--- config.mk ---
export PLATFORM = sky130hd
export DESIGN_NAME = tick_timer_reprogram_scheduler
export DESIGN_NICKNAME = d
export VERILOG_FILES = /design/src/ttrs_pkg.sv /design/src/ttrs_csr.sv /design/src/ttrs_div.sv /design/src/ttrs_dp.sv /design/src/ttrs_ctrl.sv /design/src/tick_timer_reprogram_scheduler.sv
export SDC_FILE = /design/constraint.sdc
export NUM_CORES = 2
export LEC_CHECK = 0
export BUFFER_PORTS_ARGS = -buffer_cell sky130_fd_sc_hd__buf_2
export CAP_MARGIN = 20
export CORE_MARGIN = 5
export CORE_UTILIZATION = 56
export CTS_CLUSTER_SIZE = 20
export DETAILED_ROUTE_END_ITERATION = 10
export PLACE_DENSITY = 0.74
export SLEW_MARGIN = 20
export SYNTH_ARGS = -nofsm -noshare
export SYNTH_HDL_FRONTEND = slang
export SYNTH_SLANG_ARGS = --single-unit
--- constraint.sdc ---
create_clock -name clock -period 8.1 [get_ports clock]
set_clock_uncertainty 0.2 [all_clocks]
set_input_delay 0.405 -clock clock [delete_from_list [all_inputs] [get_ports clock]]
set_output_delay 0.405 -clock clock [all_outputs]
set_load 0.03 [all_outputs]
--- src/ttrs_pkg.sv ---
// Shared types and constants for the tick timer reprogram scheduler.
// Used by the register block, divider, datapath, controller and top level.
// No dependencies.
package ttrs_pkg;

   // Item kinds carried on the request tuser bits.
   localparam logic [1:0] KIND_START = 2'd0;
   localparam logic [1:0] KIND_SCHED = 2'd1;
   localparam logic [1:0] KIND_IRQ   = 2'd2;

   // Register indexes on the configuration port.
   localparam logic [1:0] REG_HAVE_CYCLE_CLOCK = 2'd0;
   localparam logic [1:0] REG_SCHED_ENABLED    = 2'd1;
   localparam logic [1:0] REG_FAST_PERIOD      = 2'd2;
   localparam logic [1:0] REG_FAST_TO_FREQ     = 2'd3;

   // Timer control words and count limits.
   localparam logic [7:0]  MODE_ONESHOT = 8'h30;
   localparam logic [7:0]  MODE_SQUARE  = 8'h36;
   localparam logic [15:0] MIN_COUNT    = 16'd20;
   localparam logic [15:0] MAX_COUNT    = 16'hFFFF;
   localparam logic [2:0]  LOAD_DELAY   = 3'd3;
   localparam int unsigned CLK_FREQ     = 1193182;

   // Divider sizing: 64-bit dividend, 32-bit divisor.
   localparam int unsigned DIV_STEPS_W = 7;
   localparam logic [DIV_STEPS_W-1:0] CATCH_STEPS = 7'd63;
   localparam logic [DIV_STEPS_W-1:0] COUNT_STEPS = 7'd44;

   typedef struct packed {
      logic        have_cycle_clock;
      logic        sched_enabled;
      logic [31:0] fast_period;
      logic [19:0] fast_to_freq;
   } csr_type;

   typedef enum logic [3:0] {
      ST_IDLE,
      ST_DECODE,
      ST_CATCH_DIV,
      ST_CATCH_UPD,
      ST_RESCHED,
      ST_PICK,
      ST_LOAD,
      ST_COUNT_DIV,
      ST_COUNT_FIN,
      ST_EMIT
   } state_type;

   // Commands from the controller to the datapath.
   typedef struct packed {
      logic load_item;
      logic set_start_deadline;
      logic set_tick;
      logic start_catch;
      logic update_deadline;
      logic eval_resched;
      logic enter_oneshot;
      logic enter_square;
      logic load_count;
      logic finish_count;
      logic emit;
   } cmd_type;

   // Status from the datapath to the controller.
   typedef struct packed {
      logic [1:0] kind;
      logic       sched_ok;
      logic       have_cycle_clock;
      logic       now_ge_deadline;
      logic       cycle_deadline_set;
      logic       oneshot_mode;
      logic       event_zero;
      logic       outside_window;
      logic       count_direct;
      logic       div_busy;
      logic       out_free;
   } status_type;

endpackage

--- src/ttrs_csr.sv ---
// Configuration registers behind an APB-style port.
// Depends on ttrs_pkg for the register indexes and the csr_type struct.
module ttrs_csr
   import ttrs_pkg::*;
(
   input  logic        clock,
   input  logic        reset,
   input  logic        csr_psel,
   input  logic        csr_penable,
   input  logic        csr_pwrite,
   input  logic [3:0]  csr_paddr,
   input  logic [31:0] csr_pwdata,
   output logic [31:0] csr_prdata,
   output logic        csr_pready,
   output csr_type     cfg
);

   csr_type cfg_ff;
   csr_type cfg_in;
   logic    wr_en;

   assign csr_pready = 1'b1;
   assign wr_en      = csr_psel & csr_penable & csr_pwrite & csr_pready;

   // Register write decode on the word index.
   always_comb begin
      cfg_in = cfg_ff;
      if (wr_en) begin
         unique case (csr_paddr[3:2])
            REG_HAVE_CYCLE_CLOCK: cfg_in.have_cycle_clock = csr_pwdata[0];
            REG_SCHED_ENABLED:    cfg_in.sched_enabled    = csr_pwdata[0];
            REG_FAST_PERIOD:      cfg_in.fast_period      = csr_pwdata;
            REG_FAST_TO_FREQ:     cfg_in.fast_to_freq     = csr_pwdata[19:0];
            default:              cfg_in = cfg_ff;
         endcase
      end
   end

   always_ff @(posedge clock) begin
      if (reset) begin
         cfg_ff.have_cycle_clock <= 1'b0;
         cfg_ff.sched_enabled    <= 1'b0;
         cfg_ff.fast_period      <= 32'd1;
         cfg_ff.fast_to_freq     <= 20'd1;
      end else begin
         cfg_ff <= cfg_in;
      end
   end

   // Read back mux.
   always_comb begin
      unique case (csr_paddr[3:2])
         REG_HAVE_CYCLE_CLOCK: csr_prdata = {31'd0, cfg_ff.have_cycle_clock};
         REG_SCHED_ENABLED:    csr_prdata = {31'd0, cfg_ff.sched_enabled};
         REG_FAST_PERIOD:      csr_prdata = cfg_ff.fast_period;
         REG_FAST_TO_FREQ:     csr_prdata = {12'd0, cfg_ff.fast_to_freq};
         default:              csr_prdata = 32'd0;
      endcase
   end

   assign cfg = cfg_ff;

endmodule

--- src/ttrs_div.sv ---
// Restoring divider, one quotient bit per cycle, 64-bit dividend by 32-bit divisor.
// The dividend is preloaded left-aligned so that only the given number of steps run.
// Depends on ttrs_pkg for the step counter width.
module ttrs_div
   import ttrs_pkg::*;
(
   input  logic                   clock,
   input  logic                   reset,
   input  logic                   start,
   input  logic [63:0]            dividend,
   input  logic [31:0]            divisor,
   input  logic [DIV_STEPS_W-1:0] steps,
   output logic                   busy,
   output logic [63:0]            quotient,
   output logic [31:0]            remainder
);

   logic                   busy_ff, busy_in;
   logic [DIV_STEPS_W-1:0] cnt_ff, cnt_in;
   logic [63:0]            dvd_ff, dvd_in;
   logic [31:0]            rem_ff, rem_in;
   logic [31:0]            dsr_ff, dsr_in;
   logic [32:0]            trial;
   logic [32:0]            trial_sub;
   logic                   fits;

   // One shift-and-subtract step.
   always_comb begin
      trial     = {rem_ff, dvd_ff[63]};
      trial_sub = trial - {1'b0, dsr_ff};
      fits      = ~trial_sub[32];
   end

   // Control and payload next values.
   always_comb begin
      busy_in = busy_ff;
      cnt_in  = cnt_ff;
      dvd_in  = dvd_ff;
      rem_in  = rem_ff;
      dsr_in  = dsr_ff;
      if (start) begin
         busy_in = 1'b1;
         cnt_in  = steps;
         dvd_in  = dividend;
         rem_in  = 32'd0;
         dsr_in  = divisor;
      end else if (busy_ff) begin
         cnt_in  = cnt_ff - 1'b1;
         busy_in = (cnt_ff != 1);
         dvd_in  = {dvd_ff[62:0], fits};
         rem_in  = fits ? trial_sub[31:0] : trial[31:0];
      end
   end

   always_ff @(posedge clock) begin
      if (reset) begin
         busy_ff <= 1'b0;
         cnt_ff  <= '0;
      end else begin
         busy_ff <= busy_in;
         cnt_ff  <= cnt_in;
      end
   end

   always_ff @(posedge clock) begin
      dvd_ff <= dvd_in;
      rem_ff <= rem_in;
      dsr_ff <= dsr_in;
   end

   assign busy      = busy_ff;
   assign quotient  = dvd_ff;
   assign remainder = rem_ff;

endmodule

--- src/ttrs_dp.sv ---
// Datapath: item registers, deadlines, timer mode, result assembly and output register.
// Depends on ttrs_pkg and instantiates ttrs_div for both divisions.
module ttrs_dp
   import ttrs_pkg::*;
#(
   parameter int TICK_RATE_HZ = 100
) (
   input  logic         clock,
   input  logic         reset,
   input  csr_type      cfg,
   input  cmd_type      cmd,
   output status_type   status,
   input  logic [1:0]   req_tuser,
   input  logic [127:0] req_tdata,
   output logic         rsp_tvalid,
   input  logic         rsp_tready,
   output logic [31:0]  rsp_tdata
);

   localparam logic [15:0] SQUARE_COUNT = 16'(CLK_FREQ / TICK_RATE_HZ);

   // Item and result registers.
   logic [1:0]  kind_ff, kind_in;
   logic [62:0] now_ff, now_in;
   logic [62:0] event_ff, event_in;
   logic        tick_ff, tick_in;
   logic        write_mode_ff, write_mode_in;
   logic [7:0]  mode_word_ff, mode_word_in;
   logic        write_count_ff, write_count_in;
   logic [15:0] count_ff, count_in;

   // Scheduler state.
   logic [63:0] deadline_ff, deadline_in;
   logic [62:0] cycle_deadline_ff, cycle_deadline_in;
   logic        oneshot_ff, oneshot_in;

   // Reschedule work registers.
   logic        outside_ff, outside_in;
   logic [63:0] target_ff, target_in;
   logic [63:0] diff_ff, diff_in;
   logic        past_ff, past_in;
   logic        mode_change_ff, mode_change_in;

   // Output register.
   logic        rsp_valid_ff, rsp_valid_in;
   logic [31:0] rsp_data_ff, rsp_data_in;

   // Combinational helpers.
   logic [31:0] fp_eff;
   logic [19:0] ratio_eff;
   logic [63:0] now_ext;
   logic [63:0] event_ext;
   logic [63:0] catch_dist;
   logic [31:0] three_quarter;
   logic [33:0] fp_times3;
   logic [64:0] upper_edge;
   logic [64:0] lower_edge;
   logic [31:0] catch_step;
   logic [63:0] catch_deadline;
   logic [43:0] quot_lo;
   logic [43:0] extra;
   logic [43:0] q_less;
   logic [15:0] fin_count;
   logic        out_free;

   // Divider interface.
   logic                   div_start;
   logic [63:0]            div_dividend;
   logic [31:0]            div_divisor;
   logic [DIV_STEPS_W-1:0] div_steps;
   logic                   div_busy;
   logic [63:0]            div_quot;
   logic [31:0]            div_rem;

   // Zero period or ratio behaves as one.
   assign fp_eff    = (cfg.fast_period == 32'd0) ? 32'd1 : cfg.fast_period;
   assign ratio_eff = (cfg.fast_to_freq == 20'd0) ? 20'd1 : cfg.fast_to_freq;
   assign now_ext   = {1'b0, now_ff};
   assign event_ext = {1'b0, event_ff};

   // Catch-up distance and the new deadline from its remainder.
   assign catch_dist     = now_ext - deadline_ff;
   assign catch_step     = fp_eff - div_rem;
   assign catch_deadline = ((div_rem == 32'd0) && (now_ext != deadline_ff)) ?
                           now_ext : now_ext + {32'd0, catch_step};

   // Window around the deadline in which square wave mode stays usable.
   assign fp_times3     = {2'b00, fp_eff} + {1'b0, fp_eff, 1'b0};
   assign three_quarter = fp_times3[33:2];
   assign upper_edge    = {1'b0, now_ext} + {33'd0, fp_eff};
   assign lower_edge    = {1'b0, now_ext} + {33'd0, three_quarter};

   // Count from the quotient with the load delay taken off.
   assign quot_lo = div_quot[43:0];
   assign extra   = {41'd0, LOAD_DELAY} + {43'd0, mode_change_ff};
   assign q_less  = quot_lo - extra;
   always_comb begin
      if (quot_lo < ({28'd0, MIN_COUNT} + extra)) begin
         fin_count = MIN_COUNT;
      end else if (q_less > {28'd0, MAX_COUNT}) begin
         fin_count = MAX_COUNT;
      end else begin
         fin_count = q_less[15:0];
      end
   end

   // Divider operand select.
   always_comb begin
      div_start    = cmd.start_catch | (cmd.load_count & ~(past_ff | (|diff_ff[63:40])));
      div_dividend = {diff_ff[39:0], 24'd0};
      div_divisor  = {12'd0, ratio_eff};
      div_steps    = COUNT_STEPS;
      if (cmd.start_catch) begin
         div_dividend = {catch_dist[62:0], 1'b0};
         div_divisor  = fp_eff;
         div_steps    = CATCH_STEPS;
      end
   end

   ttrs_div u_div (
      .clock     (clock),
      .reset     (reset),
      .start     (div_start),
      .dividend  (div_dividend),
      .divisor   (div_divisor),
      .steps     (div_steps),
      .busy      (div_busy),
      .quotient  (div_quot),
      .remainder (div_rem)
   );

   assign out_free = ~rsp_valid_ff | rsp_tready;

   // Next values for the item, result and work registers.
   always_comb begin
      kind_in        = kind_ff;
      now_in         = now_ff;
      event_in       = event_ff;
      tick_in        = tick_ff;
      write_mode_in  = write_mode_ff;
      mode_word_in   = mode_word_ff;
      write_count_in = write_count_ff;
      count_in       = count_ff;
      outside_in     = outside_ff;
      target_in      = target_ff;
      diff_in        = diff_ff;
      past_in        = past_ff;
      mode_change_in = mode_change_ff;
      rsp_data_in    = rsp_data_ff;

      if (cmd.load_item) begin
         kind_in        = req_tuser;
         now_in         = req_tdata[62:0];
         event_in       = req_tdata[125:63];
         tick_in        = 1'b0;
         write_mode_in  = 1'b0;
         mode_word_in   = 8'd0;
         write_count_in = 1'b0;
         count_in       = 16'd0;
         mode_change_in = 1'b0;
      end
      if (cmd.set_tick) begin
         tick_in = 1'b1;
      end
      if (cmd.eval_resched) begin
         outside_in = (upper_edge < {1'b0, deadline_ff}) ||
                      (lower_edge > {1'b0, deadline_ff});
         target_in  = (event_ext > deadline_ff) ? deadline_ff : event_ext;
      end
      if (cmd.enter_oneshot) begin
         diff_in = target_ff - now_ext;
         past_in = (target_ff <= now_ext);
         if (!oneshot_ff) begin
            write_mode_in  = 1'b1;
            mode_word_in   = MODE_ONESHOT;
            mode_change_in = 1'b1;
         end
      end
      if (cmd.enter_square) begin
         write_mode_in  = 1'b1;
         mode_word_in   = MODE_SQUARE;
         write_count_in = 1'b1;
         count_in       = SQUARE_COUNT;
      end
      if (cmd.load_count) begin
         write_count_in = 1'b1;
         count_in       = past_ff ? MIN_COUNT : MAX_COUNT;
      end
      if (cmd.finish_count) begin
         count_in = fin_count;
      end
      if (cmd.emit) begin
         rsp_data_in = {5'd0, count_ff, write_count_ff, mode_word_ff,
                        write_mode_ff, tick_ff};
      end
   end

   // Next values for the scheduler state and output valid.
   always_comb begin
      deadline_in       = deadline_ff;
      cycle_deadline_in = cycle_deadline_ff;
      oneshot_in        = oneshot_ff;
      rsp_valid_in      = rsp_valid_ff;

      if (cmd.set_start_deadline) begin
         deadline_in = now_ext;
      end
      if (cmd.update_deadline) begin
         deadline_in = catch_deadline;
      end
      if (cmd.eval_resched) begin
         cycle_deadline_in = event_ff;
      end
      if (cmd.enter_oneshot) begin
         oneshot_in = 1'b1;
      end
      if (cmd.enter_square) begin
         oneshot_in = 1'b0;
      end
      if (cmd.emit) begin
         rsp_valid_in = 1'b1;
      end else if (rsp_tready) begin
         rsp_valid_in = 1'b0;
      end
   end

   always_ff @(posedge clock) begin
      if (reset) begin
         deadline_ff       <= 64'd0;
         cycle_deadline_ff <= 63'd0;
         oneshot_ff        <= 1'b0;
         rsp_valid_ff      <= 1'b0;
      end else begin
         deadline_ff       <= deadline_in;
         cycle_deadline_ff <= cycle_deadline_in;
         oneshot_ff        <= oneshot_in;
         rsp_valid_ff      <= rsp_valid_in;
      end
   end

   always_ff @(posedge clock) begin
      kind_ff        <= kind_in;
      now_ff         <= now_in;
      event_ff       <= event_in;
      tick_ff        <= tick_in;
      write_mode_ff  <= write_mode_in;
      mode_word_ff   <= mode_word_in;
      write_count_ff <= write_count_in;
      count_ff       <= count_in;
      outside_ff     <= outside_in;
      target_ff      <= target_in;
      diff_ff        <= diff_in;
      past_ff        <= past_in;
      mode_change_ff <= mode_change_in;
      rsp_data_ff    <= rsp_data_in;
   end

   // Status toward the controller.
   always_comb begin
      status.kind               = kind_ff;
      status.sched_ok           = cfg.sched_enabled & cfg.have_cycle_clock &
                                  (event_ff != cycle_deadline_ff);
      status.have_cycle_clock   = cfg.have_cycle_clock;
      status.now_ge_deadline    = (now_ext >= deadline_ff);
      status.cycle_deadline_set = (cycle_deadline_ff != 63'd0);
      status.oneshot_mode       = oneshot_ff;
      status.event_zero         = (event_ff == 63'd0);
      status.outside_window     = outside_ff;
      status.count_direct       = past_ff | (|diff_ff[63:40]);
      status.div_busy           = div_busy;
      status.out_free           = out_free;
   end

   assign rsp_tvalid = rsp_valid_ff;
   assign rsp_tdata  = rsp_data_ff;

endmodule

--- src/ttrs_ctrl.sv ---
// Controller state machine that sequences one item through the datapath.
// Depends on ttrs_pkg for the state, command and status types.
module ttrs_ctrl
   import ttrs_pkg::*;
(
   input  logic       clock,
   input  logic       reset,
   input  logic       req_tvalid,
   output logic       req_tready,
   input  status_type status,
   output cmd_type    cmd
);

   state_type state_ff, state_in;

   always_ff @(posedge clock) begin
      if (reset) begin
         state_ff <= ST_IDLE;
      end else begin
         state_ff <= state_in;
      end
   end

   // Next state.
   always_comb begin
      state_in = state_ff;
      unique case (state_ff)
         ST_IDLE: begin
            if (req_tvalid) begin
               state_in = ST_DECODE;
            end
         end
         ST_DECODE: begin
            unique case (status.kind)
               KIND_START: state_in = ST_EMIT;
               KIND_SCHED: state_in = status.sched_ok ? ST_RESCHED : ST_EMIT;
               KIND_IRQ: begin
                  priority if (!status.have_cycle_clock) begin
                     state_in = ST_EMIT;
                  end else if (status.now_ge_deadline) begin
                     state_in = ST_CATCH_DIV;
                  end else if (status.cycle_deadline_set || status.oneshot_mode) begin
                     state_in = ST_RESCHED;
                  end else begin
                     state_in = ST_EMIT;
                  end
               end
               default: state_in = ST_EMIT;
            endcase
         end
         ST_CATCH_DIV: begin
            if (!status.div_busy) begin
               state_in = ST_CATCH_UPD;
            end
         end
         ST_CATCH_UPD: begin
            if (status.cycle_deadline_set || status.oneshot_mode) begin
               state_in = ST_RESCHED;
            end else begin
               state_in = ST_EMIT;
            end
         end
         ST_RESCHED: begin
            if (!status.oneshot_mode && status.event_zero) begin
               state_in = ST_EMIT;
            end else begin
               state_in = ST_PICK;
            end
         end
         ST_PICK: begin
            if (!status.event_zero || status.outside_window) begin
               state_in = ST_LOAD;
            end else begin
               state_in = ST_EMIT;
            end
         end
         ST_LOAD: begin
            state_in = status.count_direct ? ST_EMIT : ST_COUNT_DIV;
         end
         ST_COUNT_DIV: begin
            if (!status.div_busy) begin
               state_in = ST_COUNT_FIN;
            end
         end
         ST_COUNT_FIN: state_in = ST_EMIT;
         ST_EMIT: begin
            if (status.out_free) begin
               state_in = ST_IDLE;
            end
         end
         default: state_in = ST_IDLE;
      endcase
   end

   // Command outputs.
   always_comb begin
      cmd        = '0;
      req_tready = 1'b0;
      unique case (state_ff)
         ST_IDLE: begin
            req_tready    = 1'b1;
            cmd.load_item = req_tvalid;
         end
         ST_DECODE: begin
            if (status.kind == KIND_START) begin
               cmd.set_start_deadline = 1'b1;
            end
            if (status.kind == KIND_IRQ) begin
               if (!status.have_cycle_clock) begin
                  cmd.set_tick = 1'b1;
               end else if (status.now_ge_deadline) begin
                  cmd.set_tick    = 1'b1;
                  cmd.start_catch = 1'b1;
               end
            end
         end
         ST_CATCH_DIV: cmd = '0;
         ST_CATCH_UPD: cmd.update_deadline = 1'b1;
         ST_RESCHED:   cmd.eval_resched = 1'b1;
         ST_PICK: begin
            if (!status.event_zero || status.outside_window) begin
               cmd.enter_oneshot = 1'b1;
            end else if (status.oneshot_mode) begin
               cmd.enter_square = 1'b1;
            end
         end
         ST_LOAD:      cmd.load_count = 1'b1;
         ST_COUNT_DIV: cmd = '0;
         ST_COUNT_FIN: cmd.finish_count = 1'b1;
         ST_EMIT:      cmd.emit = status.out_free;
         default:      cmd = '0;
      endcase
   end

endmodule

--- src/tick_timer_reprogram_scheduler.sv ---
// Tick timer reprogram scheduler: decides how counter 0 of an interval timer is reloaded.
// The request channel carries one item per beat: tuser holds the kind (start, schedule
// request, timer interrupt), tdata holds now and the next cycle event time.
// The response channel returns exactly one beat per request: the tick flag, the mode
// word write and the counter reload value.
// Configuration registers sit behind the csr_ APB-style port; the user must write them
// only while idle; the block itself does not enforce this. One item is processed at a
// time. A start item or a plain tick passes from the accepted request beat through the
// decode state to the emit state, which loads the output register. An interrupt that
// catches up the tick deadline runs the shared restoring divider for 63 steps, and a
// one-shot count that is not set directly runs it for 44 steps, so an item needing both
// is the slowest.
// The next request is accepted as soon as the response sits in the output register,
// even while the receiver stalls; a finished item waits until that register drains.
// Synchronous reset clears deadlines, the timer mode (square wave) and the registers
// to their defaults, and empties the output register.
// Depends on ttrs_pkg, ttrs_csr, ttrs_dp (with ttrs_div) and ttrs_ctrl.
module tick_timer_reprogram_scheduler
   import ttrs_pkg::*;
#(
   parameter int TICK_RATE_HZ = 100
) (
   input  logic         clock,
   input  logic         reset,
   // Request channel.
   input  logic         req_tvalid,
   output logic         req_tready,
   input  logic [127:0] req_tdata,   // [62:0] now, [125:63] next_cycle_event, rest zero
   input  logic [1:0]   req_tuser,   // [1:0] kind
   // Response channel.
   output logic         rsp_tvalid,
   input  logic         rsp_tready,
   output logic [31:0]  rsp_tdata,   // [0] tick, [1] write_mode, [9:2] mode_word,
                                     // [10] write_count, [26:11] count, rest zero
   // Configuration port.
   input  logic         csr_psel,
   input  logic         csr_penable,
   input  logic         csr_pwrite,
   input  logic [3:0]   csr_paddr,
   input  logic [31:0]  csr_pwdata,
   output logic [31:0]  csr_prdata,
   output logic         csr_pready
);

   csr_type    cfg;
   cmd_type    cmd;
   status_type status;

   ttrs_csr u_csr (
      .clock       (clock),
      .reset       (reset),
      .csr_psel    (csr_psel),
      .csr_penable (csr_penable),
      .csr_pwrite  (csr_pwrite),
      .csr_paddr   (csr_paddr),
      .csr_pwdata  (csr_pwdata),
      .csr_prdata  (csr_prdata),
      .csr_pready  (csr_pready),
      .cfg         (cfg)
   );

   ttrs_dp #(
      .TICK_RATE_HZ (TICK_RATE_HZ)
   ) u_dp (
      .clock      (clock),
      .reset      (reset),
      .cfg        (cfg),
      .cmd        (cmd),
      .status     (status),
      .req_tuser  (req_tuser),
      .req_tdata  (req_tdata),
      .rsp_tvalid (rsp_tvalid),
      .rsp_tready (rsp_tready),
      .rsp_tdata  (rsp_tdata)
   );

   ttrs_ctrl u_ctrl (
      .clock      (clock),
      .reset      (reset),
      .req_tvalid (req_tvalid),
      .req_tready (req_tready),
      .status     (status),
      .cmd        (cmd)
   );

endmodule

Yosys cells after proc, flatten, opt, wreduce, memory -nomap -nowiden
Index checks and enable logic that the tools add are counted.
{ "word_totals": {"ff_bits": 636, "in_bits": 173, "output_inout_bits": 67, "wordCells": 173} }
{ "op_classes": {"add_sub_neg": 12, "order_cmp": 7, "eq_ne": 21, "n_mux": 65, "n_bitwise": 11, "reduce_logical": 27} }
{ "op_table": {"columns": ["cell", "n"], "rows": [
  ["two-way mux 64 bit", 6],
  ["adder 63 x 32 -> 64 bit", 3],
  ["case mux 32 bit (4 select lines)", 1],
  ["two-way mux 16 bit", 7],
  ["greater-or-equal comparator 63 x 64 -> 1 bit", 1],
  ["greater-than comparator 63 x 64 -> 1 bit", 1],
  ["greater-than comparator 64 bit", 1],
  ["less-or-equal comparator 64 x 63 -> 1 bit", 1],
  ["logical NOT 32 bit", 2],
  ["< comparator 64 bit", 1],
  ["two-way mux 32 bit", 2],
  ["!= test 63 x 64 -> 1 bit", 1],
  ["subtractor 64 x 63 -> 64 bit", 1],
  ["logical NOT 63 bit", 1],
  ["two-way mux 63 bit", 1],
  ["!= test 63 bit", 1],
  ["nonzero test 63 bit", 1],
  ["subtractor 63 bit", 1],
  ["adder 5 x 44 -> 44 bit (first input constant)", 1],
  ["greater-than comparator 44 x 16 -> 1 bit (second input constant)", 1],
  ["< comparator 44 bit", 1],
  ["two-way mux 4 bit", 11],
  ["subtractor 44 bit", 1],
  ["two-way mux 20 bit", 2],
  ["other kinds (36)", 93]
]} }

Depth between registers and ports, before layout
{ "logic_depth": {"ltp_word": 8, "ltp_mapped": 37, "depth_no_buf": 36} }

Hierarchy
From an unflattened synthesis, not the netlist that was laid out.
{ "hier_totals": {"hier_cells": 5475, "area_unflattened_um2": 50096.8} }
{ "modules_own_cells": {"columns": ["module", "n_inst", "cells_per_inst", "area_per_inst_um2", "seq_area_each_um2"], "rows": [
  ["ttrs_dp", 1, 4421, 39384.0, 11861.4],
  ["ttrs_div", 1, 701, 7437.1, 3683.5],
  ["ttrs_csr", 1, 278, 2736.4, 1081.0],
  ["ttrs_ctrl", 1, 75, 539.3, 80.1]
]} }

Worst setup path after synthesis
Ideal clock, no wire load.
{ "synth_path": {"path_kind": "register to register", "from": "register u_csr.cfg_ff, in the netlist u_csr.cfg[26]", "to": "register u_dp.outside_ff (data pin)", "setup_time_ps": 261, "arrival_ps": 6380, "t_required_ps": 7639, "path_slack_ps": 1259, "path_stages_with_launch": 37, "n_path_buf": 2, "synth_period_minus_slack_ps": 6841, "path_cell_list": "dfxtp_1 > clkbuf_1 > ha_1 > a2111o_1 > nor2_1 > nand2_1 > o221ai_1 > a21oi_1 > a31oi_1 > o21ai_0 > a211oi_1 > nor2_1 > a31oi_1 > xnor2_1 > ha_1 > a21o_1 > a21o_1 > a21o_1 > a21o_1 > a21o_1 > a21oi_1 > o31ai_1 > a21o_1 > clkbuf_1 > nand2_1 > xnor2_1 > ha_1 > a21o_1 > a21o_1 > a21oi_1 > nor2b_1 > o21ai_0 > nand2b_1 > a221oi_1 > o22ai_1 > a21oi_1 > o31ai_1"} }
{ "synth_via": {"elab_chain_len": 6, "word_cells_on_any_way": 8, "classes_between": "3 x add/sub; 2 x order compare; 1 x mux; 2 x reduce/logical"} }
{ "synth_lines": {"columns": ["element", "line", "text"], "rows": [
  ["from (decl)", "ttrs_csr.sv:18", "csr_type cfg_ff;"],
  ["from (signal assigned)", "ttrs_csr.sv:46", "cfg_ff <= cfg_in;"],
  ["logical NOT 32 bit", "ttrs_dp.sv:76", "assign fp_eff = (cfg.fast_period == 32'd0) ? 32'd1 : cfg.fast_period;"],
  ["two-way mux 32 bit (*)", "ttrs_dp.sv:76", null],
  ["adder 32 x 33 -> 34 bit", "ttrs_dp.sv:88", "assign fp_times3 = {2'b00, fp_eff} + {1'b0, fp_eff, 1'b0};"],
  ["adder 63 x 32 -> 64 bit", "ttrs_dp.sv:91", "assign lower_edge = {1'b0, now_ext} + {33'd0, three_quarter};"],
  ["greater-than comparator 64 bit", "ttrs_dp.sv:167", "(lower_edge > {1'b0, deadline_ff});"],
  ["logical OR 1 bit (*)", "ttrs_dp.sv:166", "outside_in = (upper_edge < {1'b0, deadline_ff}) ||"],
  ["to (signal assigned)", "ttrs_dp.sv:250", "outside_ff <= outside_in;"],
  ["to (decl)", "ttrs_dp.sv:38", "logic outside_ff, outside_in;"]
]} }
Mark *: on every way between the ends. The rest lies on a longest branch, timed or not.
A chain may end at the register's enable or synchronous reset.

Final worst setup path
{ "layout_path": {"from": "register u_csr.cfg_ff, in the netlist u_csr.cfg[36]", "to": "register u_dp.deadline_ff[43]"} }
{ "layout_via": {"elab_chain_len": 6} }
{ "layout_lines": {"columns": ["element", "line", "text"], "rows": [
  ["logical NOT 32 bit", "ttrs_dp.sv:76", null],
  ["two-way mux 32 bit (*)", "ttrs_dp.sv:76", null],
  ["subtractor 32 bit (*)", "ttrs_dp.sv:83", "assign catch_step = fp_eff - div_rem;"],
  ["adder 63 x 32 -> 64 bit (*)", "ttrs_dp.sv:85", "now_ext : now_ext + {32'd0, catch_step};"],
  ["two-way mux 64 bit (*)", "ttrs_dp.sv:84", "assign catch_deadline = ((div_rem == 32'd0) && (now_ext != deadline_ff)) ?"],
  ["two-way mux 64 bit (*)", "ttrs_dp.sv:208", "if (cmd.update_deadline) begin"],
  ["to (signal assigned)", "ttrs_dp.sv:234", "deadline_ff <= deadline_in;"],
  ["to (decl)", "ttrs_dp.sv:33", "logic [63:0] deadline_ff, deadline_in;"]
]} }
Marks and branches as above.

==> results.yml <==
placed_design:
  placed_area_um2: 50620
  port_buffers: 229
  gp_congestion: 1.061
  dpl.hpwl_um: 120500
critical_path:
  ff2ff_setup_slack_ps: 240
  end_kind: "register"
  path_delay_family: "compound AO/OA/AOI/OAI gates"
  cp_data_arrival_time_ps: 8210
  worst_path_max_delay_cell: "dfxtp_1"
  setup.worst_path.class: "reg2reg"
  worstPathRequired_ps: 8440
  r2r-start: "u_csr.cfg[36]$_SDFFE_PP0P_"
  critPathMaxStageDelay_ps: 550
  setup.worst_path.start: "u_csr.cfg[36]$_SDFFE_PP0P_"
  cp_max_fo: 8
  critPathLaunchType: "register"
  path_buf_inv: 4
clocking:
  clockBufferDepth: 3
  clk_pin_slew_ps: 60
  root_buffer: "clkbuf_16"
  htreeDepth: 3
  post_cts_buffers: 0
  cts_buffers: 74
  cts.sinks: 636
  clock_latency_ps: 650
  cts_tree: "done"
logic_synthesis:
  yosys.area.top_type: "edfxtp_1"
  ys_warn_count: 0
  yosys_most_used_dff: "edfxtp_1"
  async_reset_ff_frac: 0
  syn_inst: 5483
  synth_top_area_frac: 0.2479
  synth_cell_type_count: 105
  synth_edf_count: 397
  yosysMostFrequentCell: "nand2_1"
  netlist_area_um2: 48100
  ys_seq_elements: 636
  yosys-top-cells-count: "nand2_1 (666), a21oi_1 (527), ha_1 (511), edfxtp_1 (397), nor2_1 (353)"
  syn_area_per_cell_um2: 8.772
  yosys-top-cells-area: "edfxtp_1 (25%), ha_1 (13%), dfxtp_1 (9.9%)"
  yosysSeqAreaShare: 0.3473
power_and_ir_drop:
  comb_power_share: 0.277
  seq_power_share: 0.382
  p_switching_mw: 3.389
  power.density_nw_per_um2: 185.9
  p_leak_nw: 22.73
  p_int_mw: 6.790
  sw_frac_of_total: 0.3329
  p_clk_frac: 0.341
  ir_drop_mv: 0.1805
worst_hold_path:
  hold_class: "in2reg"
  hp-start: "csr_penable"
detailed_routing:
  top_layer: "met4"
  routed-wl-met2_um: 67400
  ant_nets: 0
  drtIter0Drc: 4836
  met3_length_um: 19460
  num_vias: 43674
  wl_per_cell_um: 22.85
  drc: 0
  routed_via_density: 6.215
  routed_wl_um: 160600
  first_pass_iters: 5
  met1_length_um: 66780
sta:
  fmax_ghz: 0.1272
  tns_ps: 0
  rsz0062_at_grt: "false"
  worst_pin_slew_ps: 1127
  post-route-period-util: 0.9709
  slew_headroom: 0.2489
  final-hold-violation-count: 0
  setup_violations: 0
  drv_slew: 0
  min_period_ps: 7864
layout:
  fin_util: 0.6431
  area_growth_pct: 13.85
  layout-drive-gt1-share: 0.09895
  final_area_um2: 54760
  fill_cells: 7213
  regArea_um2: 16710
  multi_input_area_um2: 29440
  layout.nets: 6516
floorplan:
  die_x_um: 303.1
  dieArea_um2: 91850
  initial_core_util: 0.5649
  fp.coreArea_um2: 85150
  die_h_um: 303.1
  ioPinCount: 240
  rows: 107
outcome:
  status: "finished, final reports clean"
grt:
  grt_pass1_vias: 40876
  antenna_found_initial: 9
  grt_pass1_wl_um: 240000
  grt_remaining_overflow: 0
  grt_max_degree: 101
  grt_use_total: 0.3393
run:
  cap_violations: 0
-- worst min-delay path, delay by kind of cell --
| kind | cells | cell delay [ps] |
|---|---|---|
| buffers and inverters | 1 | 100 |
| multiplexers | 1 | 110 |
| AND/OR/NAND/NOR | 3 | 230 |
-- sequential cells by signal, summed over array words and instances (netlist names), 32 cells and up --
register	count
u_dp.target_ff	64
u_dp.cycle_deadline_ff	63
u_dp.event_ff	63
u_dp.now_ff	63
u_dp.u_div.remainder	32
u_dp.u_div.quotient	64
u_csr.cfg	54
u_dp.u_div.dsr_ff	32
u_dp.deadline_ff	64
u_dp.diff_ff	64
-- cells in the final DEF, fill, tap and decap left out, types with 115 or more instances in the layout --
cell | synthesis | layout
nand3_1 | 115 | 115
edfxtp_1 | 397 | 397
buf_2 | 26 | 228
dfxtp_1 | 239 | 237
inv_1 | 297 | 295
ha_1 | 511 | 511
nand2_1 | 666 | 663
nor2_1 | 353 | 349
a21o_1 | 207 | 205
o21ai_0 | 221 | 220
xnor2_1 | 301 | 300
dlygate4sd3_1 | 0 | 161
xor2_1 | 148 | 148
a21oi_1 | 527 | 526
-- power groups by stage --
stage	registers, mW	logic, mW	clock network (mW)
floorplan	3.83	1.94	0
global placement	3.94	2.62	0
detailed placement	3.94	2.66	0
CTS	3.87	2.75	3.51
global route	3.89	3.08	3.65
finish	3.89	2.82	3.47
-- routing by layer --
metal / up-vias / track usage
met5: - / 0
met4: 0 / 0.1273
met3: 382 / 0.09174
met2: 2132 / 0.5081
met1: 20576 / 0.4718
li1: 20584 / -
-- worst paths after layout --
kind / cells after the start / endpoint
hold reg to reg: 0 / u_dp.rsp_tdata[12]$_DFFE_PP_
hold / removal: 5 / u_csr.cfg[53]$_SDFFE_PP0P_
setup reg to reg: 30 / u_dp.deadline_ff[43]$_SDFFE_PP0P_
setup / recovery: 30 / u_dp.deadline_ff[43]$_SDFFE_PP0P_
-- kinds of logic (layout without fill, tap and decap cells) --
logic type | after synthesis | in the layout | share of synthesized area
other | 2 | 8 | 0.0001561
muxes | 94 | 94 | 0.02151
DFF | 636 | 636 | 0.3473
AOI/OAI and AO/OA | 1467 | 1467 | 0.1928
and+or+nand+nor | 1777 | 1777 | 0.1760
xor gates and xnor gates | 449 | 449 | 0.08176
adders and majority gates | 523 | 523 | 0.1373
buffers and inverters | 535 | 929 | 0.04313
-- what timing repair did --
item                                   4_1_cts  5_1_grt
setup endpoints to repair                    0        5
hold buffers                               161        0
gates resized for setup                      0        8
endpoints found under the hold margin      184        0
-- stage by stage --
step | worst slack, ps | hold slack (ps) | instances | total power, mW
floorplan | 1259 | 200.0 | 5488 | 5.770
global placement | 371.4 | 200.3 | 6730 | 6.562
detailed placement | 303.0 | 205.2 | 6730 | 6.606
CTS | 267.1 | 22.36 | 7026 | 10.12
global route | 19.78 | 73.15 | 7026 | 10.62
finish | 235.7 | 57.15 | 7027 | 10.18
-- cell type report --
class / instances / share of cell area
clock inverters: 31 / 0.006489
inverters: 301 / 0.02077
repair buffers: 493 / 0.06483
well taps: 1144 / 0.02614
diodes: 1 / 0.00004570
flip-flops and latches: 636 / 0.3051
multi-input cells: 4317 / 0.5377
clock buffers: 104 / 0.03889
Note: power is estimated with default switching activity, not from simulation.
